===== src/rtl/dmtp_pkg.sv =====
`default_nettype none

package dmtp_pkg;

  // Character codes recognised by the grammar.
  localparam logic [7:0] CharNul   = 8'h00;
  localparam logic [7:0] CharPlus  = 8'h2B;
  localparam logic [7:0] CharDot   = 8'h2E;
  localparam logic [7:0] CharComma = 8'h2C;
  localparam logic [7:0] CharZero  = 8'h30;
  localparam logic [7:0] CharNine  = 8'h39;
  localparam logic [7:0] CharSpace = 8'h20;
  localparam logic [7:0] CharTab   = 8'h09;
  localparam logic [7:0] CharCr    = 8'h0D;

  localparam int unsigned WholeW  = 57;
  localparam int unsigned FracW   = 7;
  localparam int unsigned AmountW = 63;

  // Largest whole part that can still take a digit 0..8; for digit 9 it must be one less.
  localparam logic [WholeW-1:0] WholeLimit = 57'd9223372036854775;
  // Largest whole part that can ever be reached (the signed 64-bit maximum over 100).
  localparam logic [WholeW-1:0] WholeMax   = 57'd92233720368547758;
  // Fraction above which the largest whole part overflows the signed 64-bit range.
  localparam logic [FracW-1:0]  FracMaxAtTop = 7'd7;

  // One request held in the input register.
  typedef struct packed {
    logic       valid;
    logic [7:0] character;
  } dmtp_req_t;

  function automatic logic is_blank(input logic [7:0] c);
    is_blank = (c == CharSpace) || ((c >= CharTab) && (c <= CharCr));
  endfunction

  function automatic logic is_digit(input logic [7:0] c);
    is_digit = (c >= CharZero) && (c <= CharNine);
  endfunction

  // True when taking digit d would push the amount past the signed 64-bit range.
  function automatic logic digit_overflows(input logic [WholeW-1:0] whole,
                                           input logic [3:0] d);
    digit_overflows = (whole > WholeLimit) || ((whole == WholeLimit) && (d == 4'd9));
  endfunction

endpackage

`default_nettype wire


===== src/rtl/dmtp_in_reg.sv =====
`default_nettype none

module dmtp_in_reg
  import dmtp_pkg::*;
(
  input  wire logic      clk_i,
  input  wire logic      rst_ni,
  input  wire logic      in_valid_i,
  input  wire logic [7:0] character_i,
  output logic           in_stall_o,
  input  wire logic      take_i,
  output dmtp_req_t      req_o
);

  logic       valid_q, valid_d;
  logic [7:0] char_q;
  logic       accept;

  // The register is free when empty or when its request moves on this cycle.
  assign in_stall_o = valid_q && !take_i;
  assign accept     = in_valid_i && !in_stall_o;

  always_comb begin
    valid_d = valid_q;
    if (accept) begin
      valid_d = 1'b1;
    end else if (take_i) begin
      valid_d = 1'b0;
    end
  end

  // Valid flag under reset; the character itself needs none.
  always_ff @(posedge clk_i or negedge rst_ni) begin
    if (!rst_ni) begin
      valid_q <= 1'b0;
    end else begin
      valid_q <= valid_d;
    end
  end

  always_ff @(posedge clk_i) begin
    if (accept) begin
      char_q <= character_i;
    end
  end

  assign req_o.valid     = valid_q;
  assign req_o.character = char_q;

endmodule

`default_nettype wire


===== src/rtl/dmtp_core.sv =====
`default_nettype none

module dmtp_core
  import dmtp_pkg::*;
(
  input  wire logic              clk_i,
  input  wire logic              rst_ni,
  input  wire dmtp_req_t         req_i,
  output logic                   take_o,
  output logic                   out_valid_o,
  input  wire logic              out_stall_i,
  output logic                   ok_o,
  output logic [AmountW-1:0]     amount_hundredths_o
);

  typedef enum logic [2:0] {
    PhLead  = 3'd0,
    PhSign  = 3'd1,
    PhWhole = 3'd2,
    PhSep   = 3'd3,
    PhFrac1 = 3'd4,
    PhFrac2 = 3'd5,
    PhTrail = 3'd6,
    PhError = 3'd7
  } phase_e;

  phase_e              phase_q, phase_d;
  logic [WholeW-1:0]   whole_q, whole_d;
  logic [FracW-1:0]    frac_q, frac_d;
  logic                res_valid_q, res_valid_d;
  logic                ok_q, ok_d;
  logic [AmountW-1:0]  amount_q, amount_d;

  logic [7:0]          c;
  logic [3:0]          d;
  logic                is_nul, dig, blank, sep;
  logic [WholeW-1:0]   whole_next;
  logic [FracW-1:0]    frac_tens;
  logic                ends_ok, nonzero, too_big;
  logic [63:0]         total;

  assign c      = req_i.character;
  assign d      = 4'(c - CharZero);
  assign is_nul = (c == CharNul);
  assign dig    = is_digit(c);
  assign blank  = is_blank(c);
  assign sep    = (c == CharDot) || (c == CharComma);

  // A terminator needs a free result slot; every other character moves on at once.
  assign take_o = req_i.valid && !(is_nul && res_valid_q && out_stall_i);

  // Times ten by shift and add, and the first fraction digit (tenths) scaled to hundredths.
  assign whole_next = {whole_q[WholeW-4:0], 3'b000} + {whole_q[WholeW-2:0], 1'b0}
                    + {{(WholeW-4){1'b0}}, d};
  assign frac_tens  = {d, 3'b000} + {2'b00, d, 1'b0};

  // Final amount in hundredths: whole * 100 + fraction.
  assign total = {1'b0, whole_q, 6'b0} + {2'b0, whole_q, 5'b0} + {5'b0, whole_q, 2'b0}
               + {57'b0, frac_q};
  assign ends_ok = (phase_q == PhWhole) || (phase_q == PhFrac1) ||
                   (phase_q == PhFrac2) || (phase_q == PhTrail);
  assign nonzero = (whole_q != '0) || (frac_q != '0);
  assign too_big = (whole_q == WholeMax) && (frac_q > FracMaxAtTop);

  // Phase transitions and digit accumulation.
  always_comb begin
    phase_d = phase_q;
    whole_d = whole_q;
    frac_d  = frac_q;
    if (take_o) begin
      if (is_nul) begin
        phase_d = PhLead;
        whole_d = '0;
        frac_d  = '0;
      end else begin
        unique case (phase_q)
          PhLead: begin
            if (blank) begin
              phase_d = PhLead;
            end else if (c == CharPlus) begin
              phase_d = PhSign;
            end else if (dig && !digit_overflows(whole_q, d)) begin
              phase_d = PhWhole;
              whole_d = whole_next;
            end else begin
              phase_d = PhError;
            end
          end
          PhSign, PhWhole: begin
            if (dig && !digit_overflows(whole_q, d)) begin
              phase_d = PhWhole;
              whole_d = whole_next;
            end else if (phase_q == PhWhole && sep) begin
              phase_d = PhSep;
            end else if (phase_q == PhWhole && blank) begin
              phase_d = PhTrail;
            end else begin
              phase_d = PhError;
            end
          end
          PhSep: begin
            if (dig) begin
              phase_d = PhFrac1;
              frac_d  = frac_tens;
            end else begin
              phase_d = PhError;
            end
          end
          PhFrac1: begin
            if (dig) begin
              phase_d = PhFrac2;
              frac_d  = frac_q + {3'b000, d};
            end else if (blank) begin
              phase_d = PhTrail;
            end else begin
              phase_d = PhError;
            end
          end
          PhFrac2, PhTrail: begin
            phase_d = blank ? PhTrail : PhError;
          end
          PhError: begin
            phase_d = PhError;
          end
        endcase
      end
    end
  end

  // Result register: loaded by a terminator, emptied when the consumer takes it.
  always_comb begin
    res_valid_d = res_valid_q;
    ok_d        = ok_q;
    amount_d    = amount_q;
    if (res_valid_q && !out_stall_i) begin
      res_valid_d = 1'b0;
    end
    if (take_o && is_nul) begin
      res_valid_d = 1'b1;
      ok_d        = ends_ok && nonzero && !too_big;
      amount_d    = (ends_ok && nonzero && !too_big) ? total[AmountW-1:0] : '0;
    end
  end

  always_ff @(posedge clk_i or negedge rst_ni) begin
    if (!rst_ni) begin
      phase_q     <= PhLead;
      whole_q     <= '0;
      frac_q      <= '0;
      res_valid_q <= 1'b0;
    end else begin
      phase_q     <= phase_d;
      whole_q     <= whole_d;
      frac_q      <= frac_d;
      res_valid_q <= res_valid_d;
    end
  end

  always_ff @(posedge clk_i) begin
    ok_q     <= ok_d;
    amount_q <= amount_d;
  end

  assign out_valid_o         = res_valid_q;
  assign ok_o                = ok_q;
  assign amount_hundredths_o = amount_q;

`ifndef SYNTHESIS
  // A failed text always reports a zero amount.
  a_fail_zero: assert property (@(posedge clk_i) disable iff (!rst_ni)
    (res_valid_q && !ok_q) |-> (amount_q == '0))
    else $error("failed result carries a non-zero amount");

  // A good result is never zero.
  a_ok_nonzero: assert property (@(posedge clk_i) disable iff (!rst_ni)
    (res_valid_q && ok_q) |-> (amount_q != '0))
    else $error("good result carries a zero amount");

  // The whole part never climbs past the largest reachable value.
  a_whole_bound: assert property (@(posedge clk_i) disable iff (!rst_ni)
    whole_q <= WholeMax)
    else $error("whole part out of range");

  // A terminator returns the parser to its start phase with cleared state.
  a_restart: assert property (@(posedge clk_i) disable iff (!rst_ni)
    (take_o && is_nul) |=> (phase_q == PhLead && whole_q == '0 && frac_q == '0
                            && res_valid_q))
    else $error("parser did not restart after a terminator");

  // Once in error, only a terminator leaves that phase.
  a_error_sticks: assert property (@(posedge clk_i) disable iff (!rst_ni)
    (phase_q == PhError && !(take_o && is_nul)) |=> (phase_q == PhError))
    else $error("error phase left without a terminator");
`endif

endmodule

`default_nettype wire


===== src/rtl/decimal_money_text_parser.sv =====
`default_nettype none

// Parses a money amount sent as ASCII text, one character per request, and
// returns it in hundredths. Leading and trailing whitespace (tab to carriage
// return and space), an optional '+', digits and an optional '.' or ',' with
// one or two fraction digits are accepted; a zero byte ends the text and
// produces exactly one result, every other character produces none. A result
// with ok low always carries amount zero: syntax errors, a zero amount and
// anything above the signed 64-bit maximum all fail. The block takes one
// character every cycle: each character passes an input register and then
// one phase update with a multiply-by-ten shift-add into the state and result
// registers, so a result is presented once its terminator has left the input
// register and been loaded into the result register. Only a terminator that
// meets a full, stalled result register holds the input.
module decimal_money_text_parser
  import dmtp_pkg::*;
(
  input  wire logic               clk_i,
  input  wire logic               rst_ni,
  input  wire logic               in_valid_i,
  output logic                    in_stall_o,
  input  wire logic [7:0]         character_i,
  output logic                    out_valid_o,
  input  wire logic               out_stall_i,
  output logic                    ok_o,
  output logic [AmountW-1:0]      amount_hundredths_o
);

  dmtp_req_t req;
  logic      take;

  // Input register.
  dmtp_in_reg u_in_reg (
    .clk_i       (clk_i),
    .rst_ni      (rst_ni),
    .in_valid_i  (in_valid_i),
    .character_i (character_i),
    .in_stall_o  (in_stall_o),
    .take_i      (take),
    .req_o       (req)
  );

  // Phase logic, accumulators and result register.
  dmtp_core u_core (
    .clk_i               (clk_i),
    .rst_ni              (rst_ni),
    .req_i               (req),
    .take_o              (take),
    .out_valid_o         (out_valid_o),
    .out_stall_i         (out_stall_i),
    .ok_o                (ok_o),
    .amount_hundredths_o (amount_hundredths_o)
  );

endmodule

`default_nettype wire


===== config.mk =====
export PLATFORM = sky130hd
export DESIGN_NAME = decimal_money_text_parser
export DESIGN_NICKNAME = d
export VERILOG_FILES = /design/src/rtl/dmtp_pkg.sv /design/src/rtl/dmtp_in_reg.sv /design/src/rtl/dmtp_core.sv /design/src/rtl/decimal_money_text_parser.sv
export SDC_FILE = /design/constraint.sdc
export NUM_CORES = 1
export LEC_CHECK = 0
export BUFFER_PORTS_ARGS = -buffer_cell sky130_fd_sc_hd__buf_4
export CAP_MARGIN = 20
export CORE_ASPECT_RATIO = 0.6
export CORE_MARGIN = 2
export CORE_UTILIZATION = 30
export DETAILED_ROUTE_END_ITERATION = 16
export SYNTH_ARGS = -nofsm -noshare
export SYNTH_HDL_FRONTEND = slang
export SYNTH_SLANG_ARGS = --single-unit

===== constraint.sdc =====
create_clock -name clk_i -period 7.99 [get_ports clk_i]
set_clock_uncertainty 0.1 [all_clocks]
set_input_delay 0.799 -clock clk_i [delete_from_list [all_inputs] [get_ports clk_i]]
set_output_delay 0.799 -clock clk_i [all_outputs]
set_load 0.01 [all_outputs]

# Yosys cells after proc, flatten, opt, wreduce, memory -nomap -nowiden
# Index checks and enable logic that the tools add are counted.
[classes] add_sub_neg=8 order_cmp=6 eq_ne=18 n_mux=24 reduce_logical=41
[op_table] operator="57-bit 2-to-1 mux" count=4
[op_table] operator="57-bit case mux with 2 select lines" count=1
[op_table] operator="63-bit by 59-bit adder with 63-bit output" count=1
[op_table] operator="63-bit by 62-bit adder with 63-bit output" count=1
[op_table] operator="63-bit by 7-bit adder with 63-bit output" count=1
[op_table] operator="57-bit by 4-bit adder with 57-bit output" count=1
[op_table] operator="57-bit adder" count=1
[op_table] operator="57-bit by 54-bit equality test with 1-bit output, second input constant" count=1
[op_table] operator="57-bit equality test, second input constant" count=1
[op_table] operator="57-bit by 54-bit greater-than comparator with 1-bit output, second input constant" count=1
[op_table] operator="57-bit nonzero test" count=1
[op_table] operator="8-bit by 6-bit equality test with 1-bit output, second input constant" count=4
[op_table] operator="3-bit 2-to-1 mux" count=7
[op_table] operator="7-bit 2-to-1 mux" count=3
[op_table] operator="3-bit case mux with 6 select lines" count=1
[op_table] operator="1-bit logical AND" count=16
[op_table] operator="7-bit case mux with 2 select lines" count=1
[op_table] operator="3-bit equality test, second input constant" count=4
[op_table] operator="8-bit by 4-bit greater-or-equal comparator with 1-bit output, second input constant" count=1
[op_table] operator="8-bit by 6-bit greater-or-equal comparator with 1-bit output, second input constant" count=1
[op_table] operator="8-bit by 4-bit less-or-equal comparator with 1-bit output, second input constant" count=1
[op_table] operator="8-bit by 6-bit less-or-equal comparator with 1-bit output, second input constant" count=1
[op_table] operator="8-bit zero test" count=1
[op_table] operator="4-bit AND reduction" count=2
[op_table] operator="other kinds (18)" count=40
[totals] regBits=141 in_bits=12 out_inout_bits=66 elab_cells=105

# Depth between registers and ports, before layout
# Gate-level depths: netlist (run 1).
[depth] depth_word=11 mapped_depth=15

# Hierarchy
# From an unflattened synthesis (run 1), not the netlist that was laid out.
[unflattened] hier_cells=1911 area_unflattened_um2=16963.8
[by_module_without_submodules] module="dmtp_core" n_inst=1 cells_per_inst=1897 area_each_um2=16658.5 seq_area_each_um2=3623.5
[by_module_without_submodules] module="dmtp_in_reg" n_inst=1 cells_per_inst=14 area_each_um2=305.3 seq_area_each_um2=265.3

# Worst setup path after synthesis (run 1)
# No wires, ideal clock.
[synth_timing] path_type="register to register" startpoint="reg u_core.whole_q[4]" endpoint="reg u_core.amount_q[41] (netlist: u_core.amount_hundredths_o[41]) (data pin)" arrival_time_ns=3.856 path_slack_ns=3.779 path_stages_with_launch=15 n_path_buf=0 synth_period_minus_slack_ns=4.211 path_cell_list="dfrtp_1 -> inv_1 -> fa_1 -> inv_1 -> ha_1 -> ha_1 -> a21o_2 -> a41o_1 -> o31a_1 -> or3_4 -> o311ai_4 -> a21oi_2 -> a311oi_2 -> xor2_1 -> nor2_1"
[synth_via] elab_chain_len=4
[synth_lines] item="start, declared" line_no="dmtp_core.sv:28" source="logic [WholeW-1:0] whole_q, whole_d;"
[synth_lines] item="start signal, assigned" line_no="dmtp_core.sv:153" source="whole_q <= whole_d;"
[synth_lines] item="parallel branches: the longest is 4 deep, another holds 63-bit by 62-bit adder with 63-bit output"
[synth_lines] item="end signal, assigned" line_no="dmtp_core.sv:161" source="amount_q <= amount_d;"
[synth_lines] item="end, declared" line_no="dmtp_core.sv:32" source="logic [AmountW-1:0] amount_q, amount_d;"
# Several ways; the timed one is not identified.
# A chain may end at the register's enable or synchronous reset.

# Worst setup path after layout (run 1)
[layout_timing] startpoint="reg u_core.whole_q[0]" endpoint="reg u_core.amount_q[62] (netlist: u_core.amount_hundredths_o[62]) (data pin)"
# The elaborated chain is that of the path after synthesis.

==> metrics list, run 1 <==
- After floorplanning, the core was divided into 67 placement rows.
* Mean Syn Cell Area: ~8.9 µm²
- Async set or reset register ratio after synthesis: between 40 and 50%
* Unrepaired setup endpoints after global routing: false
* Highest-delay cell along the critical path: sky130_fd_sc_hd__a2111oi_1
* GR met1 Demand/Resource: between 20% and 30%
* Y dimension of the die: 189 µm
- Setup CP Type: reg2reg
- The number of antenna diodes in the final layout is 0.
* Critical-path cell list: inv_1, fa_1, inv_1, fa_1, ha_1, nor2b_1, o31a_1, a2bb2oi_1, a31oi_1, o21ai_1, a2111oi_1, nor2_1, a21bo_2, mux2i_1
* Family with the most delay on the worst path: compound AO/OA/AOI/OAI gates
- The final number of hold-violating endpoints is 0.
- Number of buffers inserted by port buffering: 77
- Power spread over the standard cell area amounts to between 100 and 150 nW/µm².
- Leading cell types by count after synthesis: sky130_fd_sc_hd__ha_1 (339), sky130_fd_sc_hd__inv_1 (180), sky130_fd_sc_hd__a21oi_1 (126), sky130_fd_sc_hd__nor2_1 (126), sky130_fd_sc_hd__o21ai_0 (118)
- Detail Placement HPWL: 37800 µm
- Adding up every negative setup slack in the final design gives 0 ns.
* Leakage Power: 0.00927 µW
- Via Count: 14300
- Worst setup EP type: register
- After clock tree synthesis, the setup repair step added 0 buffers.
- At the end of routability-driven placement, the weighted congestion stood at about 0.94.
- Final setup violating endpoints: 0
* Clock Tree Buf Depth: 2
- TritonCTS built the clock tree.
* Crit path depth: 14
* Flop and latch count out of synthesis: 141
- Type of the most critical hold path: in2async
- First-pass GRT wire length: about 76000 µm
* Fraction of the yosys area taken by sequential cells: a little under a quarter
* Peak VDD IR: 0.000112 V
- The number of global-route vias before repair is 13500.
- Hold-fix buffers at CTS: 0
* Source of the critical timing path: u_core.whole_q[0]$_DFFE_PN0P_
* Result of the run: completed
- The max-slew violation count came to 0.
- Arrival @ worst endpoint: 4.98 ns
* FF-to-FF setup slack: 3.14 ns
- Average wire per standard cell: 17.2 µm
- Area share of and/or/nand/nor cells after synthesis: between 15 and 20%
* MaxCap Viol Count: 0
- Xor and xnor fraction of the mapped netlist area: 4.68%
- CTS root buffer: sky130_fd_sc_hd__clkbuf_16
* Post-synthesis net count: 2318
* Number of iterations in the first detailed-routing pass: 6
* Overall power consumption: 1950 µW
* Startpoint Class: register
- Deepest level of the CTS H-tree: 4
- Period minus WS final: 4.85 ns
* Area share of the largest cell type after synthesis: between 20% and 30%
- Cell types occupying the most area after synthesis: sky130_fd_sc_hd__ha_1 (25%), sky130_fd_sc_hd__edfxtp_1 (13%), sky130_fd_sc_hd__dfrtp_1 (10%), sky130_fd_sc_hd__fa_1 (7.0%), sky130_fd_sc_hd__inv_1 (4.0%)
- Clock latency on the worst-skew pair, taken at its later pin, is 0.47 ns.
- The cell area that synthesis handed to floorplanning was 17000 µm².
- In the final layout, flip-flops and latches occupy 3890 µm².
- The endpoint identified for the worst register-to-register timing path is u_core.amount_hundredths_o[62]$_SDFFCE_PN0P_.
- In this run the worst path has a maximum fanout of 8.
- Violation count after the first detailed-route iteration: 1350
* Largest net degree at the start of global routing: 90
- The final critical path takes up between 60% and 70% of the cycle.
- Gr usage total: 16.0%
- Number of flops mapped to enable cells by yosys: 72
* Worst Max-Slew Pin Slew: 0.983 ns
- The worst register-to-register path has a depth of 14.
- Multi-input combinational cell area: 12200 µm²
- Vias/cell: 5.25
- Num ports: 78
- Cell type with the largest total area after synthesis: sky130_fd_sc_hd__ha_1
- The clock drives roughly 140 sinks.
* Combinational family with the most area after synthesis: adder cells
- Summed over all layers, the routed wires come to 46800 µm.
* Net count, final: 2354
- On the final layout, the worst hold slack is around 0.38 ns.
- In this run the remaining antenna-violating nets after routing total 0.
- Global routing finished with a remaining overflow of 0.
* Clk pin slew, worst setup/hold paths: around 0.07 ns
- Of the total synthesized cell area, the portion taken by full adders, half adders and majority gates is between 30% and 40%.
- On the worst path, the slowest cell contributes a delay of about 0.54 ns.
- The critical path ends at u_core.amount_hundredths_o[62]$_SDFFCE_PN0P_.
- Ys Warns: 0
- For met2 alone, demand over resource in global routing was 20.9%.
- The global routing stage identified its most utilized layer as met1.
- RR Startpoint: u_core.whole_q[0]$_DFFE_PN0P_
* Highest clock frequency the design can meet: 206 MHz
* Cell area reported after detailed placement: 18300 µm²
- Synthesis-to-layout area growth: 10.8%
- For this configuration, the core starts out at a cell density of 30.4%.
- Met3 track demand over resource in global routing: 3.41%
- The number of gates resized after CTS was 0.
- Horizontal extent of the die: 312 µm
* Library cells used by synthesis: 87
* Top-count cell post-synth: sky130_fd_sc_hd__ha_1
- Die Footprint: 58800 µm²
- Post-detailed-route DRC marker count: 0
* Endpoint required time on the critical path: 8.11 ns
- Final Instance Area: 18900 µm²
- Counting the fill cells in the layout gives between 5000 and 6000.
- Area of the core region: 56000 µm²
- Summing the areas of all compound-gate instances in the mapped netlist gives approximately a fifth of the synthesized area.
* Number of buffers inserted during clock tree synthesis: 17
- Measured against its own limit, the worst slew margin works out to 34.4%.
* Buffering stage count on the worst path with inverters included: 2
- For this run, the leading register cell type out of synthesis is sky130_fd_sc_hd__edfxtp_1.
- The portion of synthesized area spent on multiplexers is 0.477%.
- Antenna violations before repair: 0
* Synthesized instance count: 1907
- Of the cells placed in the final design, the portion with a size suffix greater than 1 is 7.36%.
## power breakdown
part           internal, µW  switching (µW)
clock network           462             356
registers               784            30.2
logic                   116             206
total                  1360             592
## how the worst min path moves through the flow
stage                                 start                            to  slack (ns)  cells after the start
2_1_floorplan  u_core.frac_q[1]$_DFFE_PN0P_  u_core.frac_q[1]$_DFFE_PN0P_        0.38                      2
3_3_place_gp   u_core.frac_q[1]$_DFFE_PN0P_  u_core.frac_q[1]$_DFFE_PN0P_        0.40                      2
3_5_place_dp   u_core.frac_q[1]$_DFFE_PN0P_  u_core.frac_q[1]$_DFFE_PN0P_        0.42                      2
4_1_cts                      character_i[3]  u_in_reg.char_q[3]$_DFFE_PP_        0.39                      1
5_1_grt                      character_i[4]  u_in_reg.char_q[4]$_DFFE_PP_        0.39                      1
6_report                             rst_ni  u_in_reg.valid_q$_DFFE_PN0P_        0.38                      1
## stage by stage
stage / worst slack (ns) / instances / utilization [%]
floorplan: 3.78 / 1907 / -
global placement: 3.20 / 2683 / 32.7
detailed placement: 3.10 / 2683 / 32.7
CTS: 3.09 / 2715 / 33.7
global route: 2.84 / 2715 / 33.7
finish: 3.14 / 2715 / 33.7
## kinds of logic after synthesis
group                    count (synthesis)
buffers and inverters                  244
XOR/XNOR                                91
AND/OR/NAND/NOR                        534
multiplexers                             8
AO/OA/AOI/OAI                          490
adder cells (fa/ha/maj)                399
flip-flops                             141
## cell usage in the layout (no fill, tap or decap), types with 6 or more instances in the layout
master	n
sky130_fd_sc_hd__buf_4	81
sky130_fd_sc_hd__fa_1	60
sky130_fd_sc_hd__nand4_1	35
sky130_fd_sc_hd__inv_1	179
sky130_fd_sc_hd__a31oi_1	18
sky130_fd_sc_hd__mux2i_1	7
sky130_fd_sc_hd__or3_1	9
sky130_fd_sc_hd__o211ai_1	9
sky130_fd_sc_hd__a21oi_1	126
sky130_fd_sc_hd__nor2_1	126
sky130_fd_sc_hd__xnor2_1	50
sky130_fd_sc_hd__a211oi_1	17
sky130_fd_sc_hd__o21bai_1	27
sky130_fd_sc_hd__a21boi_0	8
sky130_fd_sc_hd__edfxtp_1	72
sky130_fd_sc_hd__a21o_1	54
sky130_fd_sc_hd__o21a_1	18
sky130_fd_sc_hd__o21ai_0	118
sky130_fd_sc_hd__xor2_1	41
sky130_fd_sc_hd__and2_1	13
sky130_fd_sc_hd__o31ai_1	11
sky130_fd_sc_hd__nand2_1	114
sky130_fd_sc_hd__inv_6	6
sky130_fd_sc_hd__nand3_1	91
sky130_fd_sc_hd__ha_1	339
sky130_fd_sc_hd__and4_1	7
sky130_fd_sc_hd__nor2b_1	15
sky130_fd_sc_hd__nor4_1	9
sky130_fd_sc_hd__dfrtp_1	69
sky130_fd_sc_hd__nand2b_1	17
sky130_fd_sc_hd__and3_1	27
sky130_fd_sc_hd__nor3_1	44
sky130_fd_sc_hd__clkbuf_16	18
## per-layer routing
layer | part of all wire (%) | wire, µm
met1 | 54 | 25300
met3 | 6.9 | 3240
met2 | 38 | 17600
met5 | 0 | 0
met4 | 1.3 | 608
## worst reg2reg max path, cell delays in order, from the launching register on
cell and delay, ns:
sky130_fd_sc_hd__dfrtp_1 0.52, sky130_fd_sc_hd__inv_1 0.15, sky130_fd_sc_hd__fa_1 0.52, sky130_fd_sc_hd__inv_1 0.05
sky130_fd_sc_hd__fa_1 0.45, sky130_fd_sc_hd__ha_1 0.35, sky130_fd_sc_hd__nor2b_1 0.17, sky130_fd_sc_hd__o31a_1 0.30
sky130_fd_sc_hd__a2bb2oi_1 0.20, sky130_fd_sc_hd__a31oi_1 0.41, sky130_fd_sc_hd__o21ai_1 0.31, sky130_fd_sc_hd__a2111oi_1 0.55
sky130_fd_sc_hd__nor2_1 0.18, sky130_fd_sc_hd__a21bo_2 0.24, sky130_fd_sc_hd__mux2i_1 0.11
## area by class of cell
cell class / count / share of cell area (%)
Inverter: 180 / 3.58
Timing Repair Buffer: 81 / 3.22
Clock inverter: 12 / 0.643
Tap cell: 759 / 5.03
Clock buffer: 20 / 2.48
Sequential cell: 141 / 20.6
Multi-Input combinational cell: 1522 / 64.5
## flip-flops by register name (all words and copies together), names as in the netlist
| register | cells |
|---|---|
| u_core.amount_hundredths_o | 63 |
| u_core.whole_q | 57 |
| u_in_reg.char_q | 8 |
| u_core.frac_q | 7 |
| u_core.phase_q | 3 |
| u_core.ok_o | 1 |
| u_core.out_valid_o | 1 |
| u_in_reg.valid_q | 1 |
Power figures use the tool's default switching activity.
==> run 2, diff against run 1 <==
- clock period: 7.99 -> 4.8 ns (I/O delays scaled with it)
==> run 2 against run 1 <==
Total power increased by 73%. Utilization up 0.99 points. Final area up 2.9%. Wire length grew 4.5%. Cell count up 2.3%. Highest routed layer unchanged. Clock-buffer cell count increased by 6. First-iteration DRC count grew 4.7%. Die area unchanged. Register-to-register slack got worse by 2.9 ns. Critical path type unchanged.
==> metrics list, run 2 (synthesis gave the netlist of run 1 again) <==
* Result of the run: completed
- Share of final-layout standard cells stronger than drive strength 1: 10.6%
- For this block, the routed nets add up to 48900 µm of wire.
- Worst setup EP type: register
- Tracing the worst setup path back leads to its startpoint at u_core.whole_q[5]$_DFFE_PN0P_.
- Num ports: 78
- Switching part of the total: 28.8%
- Across the VDD grid, the largest voltage drop is roughly 0.00020 V.
* Setup CP Type: reg2reg
- Areal power density over the cells: about 170 nW/µm²
- The share of total power dissipated in sequential elements is 39.5%.
- For flop-to-flop paths, the worst setup slack is 0.19 ns.
* Power spent charging and discharging nets: approximately 970 µW
- Highest clock frequency the design can meet: 217 MHz
- For this run, the detailed router's first-pass iteration total came to 5.
* Worst Max-Slew Pin Slew: ~1 ns
- The top cell types in the final layout, fill and taps aside, are sky130_fd_sc_hd__ha_1 (335), sky130_fd_sc_hd__inv_1 (179), sky130_fd_sc_hd__buf_4 (144), sky130_fd_sc_hd__nor2_1 (126), sky130_fd_sc_hd__a21oi_1 (126).
- The detailed router finished its first iteration with 1413 violations.
* Gr usage total: 16.8%
- Area of the core region: 56000 µm²
- Post-detailed-route DRC marker count: 0
- The detail route stage leaves a number of antenna-violating nets equal to 0.
- Number of post-CTS setup repair buffers: 0
* Average wire per standard cell: approximately 18 µm
* Total grt overflow: 0
- Layout fillers: 5750
- CTS root buffer: sky130_fd_sc_hd__clkbuf_16
- The congestion estimate from routability-driven global placement came to 0.944.
- Entering global routing, the biggest net connects 70 pins.
- Clock latency on the worst-skew pair, taken at its later pin, is 0.47 ns.
- Once layout is complete, the utilization of the core stands at roughly a third.
* Die Footprint: 58800 µm²
- The routed design could run at a clock period as short as 4.61 ns.
- Placed instance count: roughly 2700
* Antenna violations before repair: 0
* Number of buffers inserted by port buffering: 77
- Final hold vios: 0
* Number of buffers inserted during clock tree synthesis: 17
- Per report_power, the clock group accounts for 43.4% of the total.
- Via count of the first global-routing pass: 13900
* Type of the most critical hold path: in2async
- Final setup violating endpoints: 0
- Leaving out filler cells and counting taps, the final layout contains 2778.
- STA classifies the critical path startpoint as a register.
- Horizontal extent of the die: 312 µm
* Max-Slew Margin vs Limit: 32.8%
- Maximum net fanout on the critical path: 7
* Max reg flops: 63
* Unrepaired setup endpoints after global routing: false
* Net count, final: about 2400
- Number of antenna diodes: 0
- Setup tns final: 0 ns
- Synthesis-to-layout area growth: 14.0%
* Overall power consumption: approximately 3400 µW
- Via Count: around 14000
- TritonCTS clock tree: done
- Period utilization: 96.1%
- Count of final max-slew check failures: 0
- Y dimension of the die: 189 µm
* Vias/cell: 5.13
- The clock net in this run drives a total of 141 sinks.
* Deepest level of the CTS H-tree: 4
- Detailed placement ended at an HPWL of 39900 µm.
- Internal power comes to roughly 2400 µW.
- Most common cell after layout, fill and taps aside: sky130_fd_sc_hd__ha_1
- Across the run, the number of max-cap violations was 0.
* Endpoint required time on the critical path: a little under 5 ns
- The share of total power dissipated in combinational logic is 17.1%.
- After floorplanning, the core was divided into 67 placement rows.
- RR Startpoint: u_core.whole_q[5]$_DFFE_PN0P_
- Arrival @ worst endpoint: 4.69 ns
- Initial standard-cell utilization of the core: around 30%
* Leakage Power: ~0.0096 µW
- Clk pin slew, worst setup/hold paths: about 0.07 ns
* Clock Tree Buf Depth: 2
* First-pass GRT wire length: 79500 µm
-- run 2: path summary, 6_finish.rpt --
check                                                               endpoint  depth (start not counted)
worst max-delay path            u_core.amount_hundredths_o[39]$_SDFFCE_PN0P_                         14
worst min register to register                  u_core.frac_q[1]$_DFFE_PN0P_                          2
worst min-delay path                          u_core.whole_q[20]$_DFFE_PN0P_                          1
max in group asynchronous                      u_core.whole_q[7]$_DFFE_PN0P_                          1
worst max register to register  u_core.amount_hundredths_o[39]$_SDFFCE_PN0P_                         14
min in group clk_i                              u_in_reg.char_q[1]$_DFFE_PP_                          1
-- run 2: cell type report --
type | count | area [µm²] | share of cell area (%)
clock buffer | 26 | 584 | 3.01
clock inverter | 6 | 62.6 | 0.322
inverter | 180 | 676 | 3.48
multi-input combinational | 1522 | 12200 | 62.7
sequential | 141 | 3890 | 20.0
tap | 759 | 950 | 4.89
timing repair buffer | 144 | 1080 | 5.56
-- run 2: critical path: stages (launching register included) --
cell and delay, ns:
sky130_fd_sc_hd__dfrtp_1 0.49, sky130_fd_sc_hd__inv_1 0.19, sky130_fd_sc_hd__fa_1 0.53, sky130_fd_sc_hd__inv_1 0.04
sky130_fd_sc_hd__ha_1 0.29, sky130_fd_sc_hd__ha_1 0.36, sky130_fd_sc_hd__a21o_2 0.26, sky130_fd_sc_hd__a41o_1 0.25
sky130_fd_sc_hd__o31a_1 0.32, sky130_fd_sc_hd__or3_4 0.43, sky130_fd_sc_hd__nor3_1 0.33, sky130_fd_sc_hd__o21ai_1 0.20
sky130_fd_sc_hd__a221oi_2 0.30, sky130_fd_sc_hd__xor2_1 0.17, sky130_fd_sc_hd__nor2_1 0.06
-- run 2: power groups by stage --
stage | clock (µW) | sequential (µW) | combinational, µW
2_1_floorplan | 0 | 1360 | 389
3_3_place_gp | 0 | 1360 | 567
3_5_place_dp | 0 | 1360 | 571
4_1_cts | 1510 | 1340 | 579
5_1_grt | 1550 | 1340 | 661
6_report | 1470 | 1340 | 580
-- run 2: per-layer routing --
layer | global-route usage (%) | vias up | part of all wire, %
met2 | 22.4 | 398 | 38
met1 | 27.3 | 6766 | 55
met4 | 2.33 | 0 | 0.66
li1 | - | 7061 | -
met3 | 3.44 | 24 | 6.4
met5 | 0 | - | 0
-- run 2: stage by stage --
stage / instance area [µm²] / hold slack, ns / setup WS (ns)
floorplan: 17000 / 0.0844 / 0.589
global placement: 18800 / 0.394 / 0.219
detailed placement: 18800 / 0.412 / 0.210
CTS: 19400 / 0.0694 / 0.162
global route: 19400 / 0.0664 / 0.00691
finish: 19400 / 0.0838 / 0.188
-- run 2: what timing repair did --
item	CTS	global route
hold buffers	0	0
gates resized for setup	0	8
hold endpoints to repair	0	0
setup endpoints to repair	0	5
==> run 3, diff against run 2 <==
- RECOVER_POWER: not set -> 100
- SETUP_SLACK_MARGIN: not set -> 0.5
==> run 3 against run 2 <==
The flow now finishes with violations (capacitance limit, slew limit). Fmax is 3.9% higher. Global-route usage is 0.071 points higher. Hold slack better by 0.028 ns. Clock-buffer cell count stayed put. Critical path type unchanged. Critical endpoint is now u_core.amount_hundredths_o[62]$_SDFFCE_PN0P_. Highest routed layer unchanged.
==> metrics list, run 3 (synthesis gave the netlist of run 1 again) <==
* Via count of the first global-routing pass: 14000
- Along the worst path, the maximum fanout reaches 6.
- After clock tree synthesis, the clock-pin slew on the worst setup and hold paths is ~0.06 ns.
- Gr usage total: roughly 17%
* Number of buffers inserted during clock tree synthesis: 17
- For the pin with the worst max-slew slack, the measured transition is 1.96 ns.
* First-pass GRT wire length: 79800 µm
* Share of final-layout standard cells stronger than drive strength 1: 12.0%
* Max-Slew Margin vs Limit: -30.6%
- Port buffering added 77 buffers.
- Timing would allow up to between 200 and 250 MHz.
- In this run the power density over the cells is roughly 170 nW/µm².
- Detail Placement HPWL: 39900 µm
* Period utilization: 92.5%
* Synthesis-to-layout area growth: 16.6%
- Antenna Violating Nets Remaining: 0
- Unrepaired setup endpoints after global routing: true
- Final hold vios: 0
* Type of the most critical hold path: in2reg
- Crit Reg-Reg Endpoint: u_core.amount_hundredths_o[62]$_SDFFCE_PN0P_
- The filler cells instantiated in the layout total between 5000 and 6000.
* Insertion delay to the later sink of the worst-skew pair: 0.47 ns
- MaxCap Viol Count: 2
* Post-detailed-route DRC marker count: 0
- Most common cell after layout, fill and taps aside: sky130_fd_sc_hd__ha_1
- The initialized floorplan defines 67 standard-cell rows.
- Worst hold stages: 1
* Total wire length: 49900 µm
- The first detailed-routing pass took 5 iterations.
- FF+latch area: 3910 µm²
- RR Startpoint: u_core.whole_q[20]$_DFFE_PN0P_
- The run finished, with violations left.
* Highest-delay cell along the critical path: sky130_fd_sc_hd__fa_1
- Placed instance count: 2746
* Routed length on met2: 19000 µm
- Period minus WS final: 4.44 ns
- Via Count: 14600
- Summing all multi-input logic gate instances after layout gives 12600 µm².
- Number of antenna diodes: 0
* Vias/cell: ~5.2
- Setup violations remaining at the end of the flow were counted as 0.
- Startpoint Class: register
- Worst hold endpoint: u_in_reg.char_q[1]$_DFFE_PP_
- Startpoint of the tightest hold check path: character_i[1]
* Failing checks: capacitance limit, slew limit
* Critical-path cell list: clkinvlp_2, clkbuf_1, fa_1, inv_1, ha_2, ha_1, a21oi_1, o21ai_0, a21o_1, a221oi_2, o21ai_4, a2111oi_4, nor2_1, a21bo_2, mux2i_1
* Clock Tree Buf Depth: 2
- Last weighted congestion value of the routability-driven placer: between 0.9 and 1
* Leakage Power: ~0.0094 µW
- Entering global routing, the biggest net connects 70 pins.
- The register with the most flip-flops in the layout has 63 of them.
- For flop-to-flop paths, the worst setup slack is 0.36 ns.
* Num Clock Sinks: 141
- Met3 wire length: 3060 µm
- Count of final max-slew check failures: between 100 and 150
* Setup CP Type: reg2reg
- Y dimension of the die: 189 µm
- Initial standard-cell utilization of the core: 30.4%
- TritonCTS clock tree: done
- CTS placed an instance of sky130_fd_sc_hd__clkbuf_16 at the clock tree root.
- Area of the core region: 56000 µm²
- Deepest level of the CTS H-tree: 4
- The worst setup path is captured at a register.
* Largest stage delay on the critical path: 0.51 ns
* Die Footprint: 58800 µm²
- Peak VDD IR: 0.000199 V
- Leaving out fill and tap cells, the most frequent cells in the layout are sky130_fd_sc_hd__ha_1 (309), sky130_fd_sc_hd__inv_1 (165), sky130_fd_sc_hd__nor2_1 (125), sky130_fd_sc_hd__a21oi_1 (125), sky130_fd_sc_hd__o21ai_0 (116).
* Highest Signal Layer: met4
- Summed over all failing endpoints, the final setup total negative slack is 0 ns.
* Num ports: between 70 and 80
* Net count, final: 2455
* Total grt overflow: 0
- Counting both buffers and inverters, the worst setup path holds a total of 3.
- Violation count after the first detailed-route iteration: 1372
* Number of cells on the worst reg-to-reg path: 15
- Hold-fix buffers at CTS: 0
- Arrival @ worst endpoint: 4.55 ns
- Dividing the detail-routed wire length by the instance count gives approximately 18 µm.
- Family with the most delay on the worst path: compound AO/OA/AOI/OAI gates
* Metal-1 WL: 27400 µm
- The die is 312 µm wide.
- The count of cells in the finished layout, fillers not included, comes to 2816.
- Endpoint required time on the critical path: 4.91 ns
* Antenna violations before repair: 0
==> run 3: cell types whose count changed in the layout (fill, tap and decap cells not counted), sizes merged <==
cell,previous run,this run
clkinvlp,1,8
clkbuf,26,115
clkinv,3,4
buf,144,93
inv,181,173
==> run 3: repair_timing <==
item                       in CTS  in global routing
cloned                          0                  0
buffers inserted                9                 29
setup endpoints to repair      18                 32
pin swaps                       1                 31
gates resized for setup        29                 89
==> run 3: cell type report <==
class	instances	share of cell area, %
multi-input cells	1522	63.4
repair buffers	182	5.43
flip-flops and latches	141	19.7
well taps	759	4.78
clock inverters	6	0.315
clock buffers	26	2.94
inverters	180	3.52
==> run 3: layer usage <==
metal / track usage (%) / vias up
li1: - / 7139
met1: 27.5 / 6971
met2: 22.4 / 435
met3: 3.47 / 29
met4: 2.48 / 0
met5: 0 / -
==> run 3: worst max-delay path by stage <==
stage / start / end / cells past startpoint
floorplan: u_core.whole_q[4]$_DFFE_PN0P_ / u_core.amount_hundredths_o[41]$_SDFFCE_PN0P_ / 14
global placement: u_core.whole_q[10]$_DFFE_PN0P_ / u_core.amount_hundredths_o[55]$_SDFFCE_PN0P_ / 15
detailed placement: u_core.whole_q[10]$_DFFE_PN0P_ / u_core.amount_hundredths_o[55]$_SDFFCE_PN0P_ / 15
CTS: u_core.whole_q[14]$_DFFE_PN0P_ / u_core.amount_hundredths_o[55]$_SDFFCE_PN0P_ / 15
global route: u_core.whole_q[20]$_DFFE_PN0P_ / u_core.amount_hundredths_o[53]$_SDFFCE_PN0P_ / 15
finish: u_core.whole_q[20]$_DFFE_PN0P_ / u_core.amount_hundredths_o[62]$_SDFFCE_PN0P_ / 15
==> run 3: stage by stage <==
step	hold WS [ns]	instance area, µm²	util, %	worst slack (ns)	power [µW]
6_report	0.112	19900	35.5	0.360	3430
3_5_place_dp	0.412	18800	33.5	0.210	1930
5_1_grt	0.0898	19900	35.5	0.220	3590
4_1_cts	0.0694	19600	34.9	0.362	3430
2_1_floorplan	0.0844	17000	-	0.589	1750
3_3_place_gp	0.394	18800	33.5	0.219	1920
==> run 3: power breakdown <==
part           switching (µW)  leakage, µW  internal, µW
combinational             383      0.00753           236
sequential               30.7      0.00159          1310
clock                     582     0.000319           892
total                     996      0.00945          2430
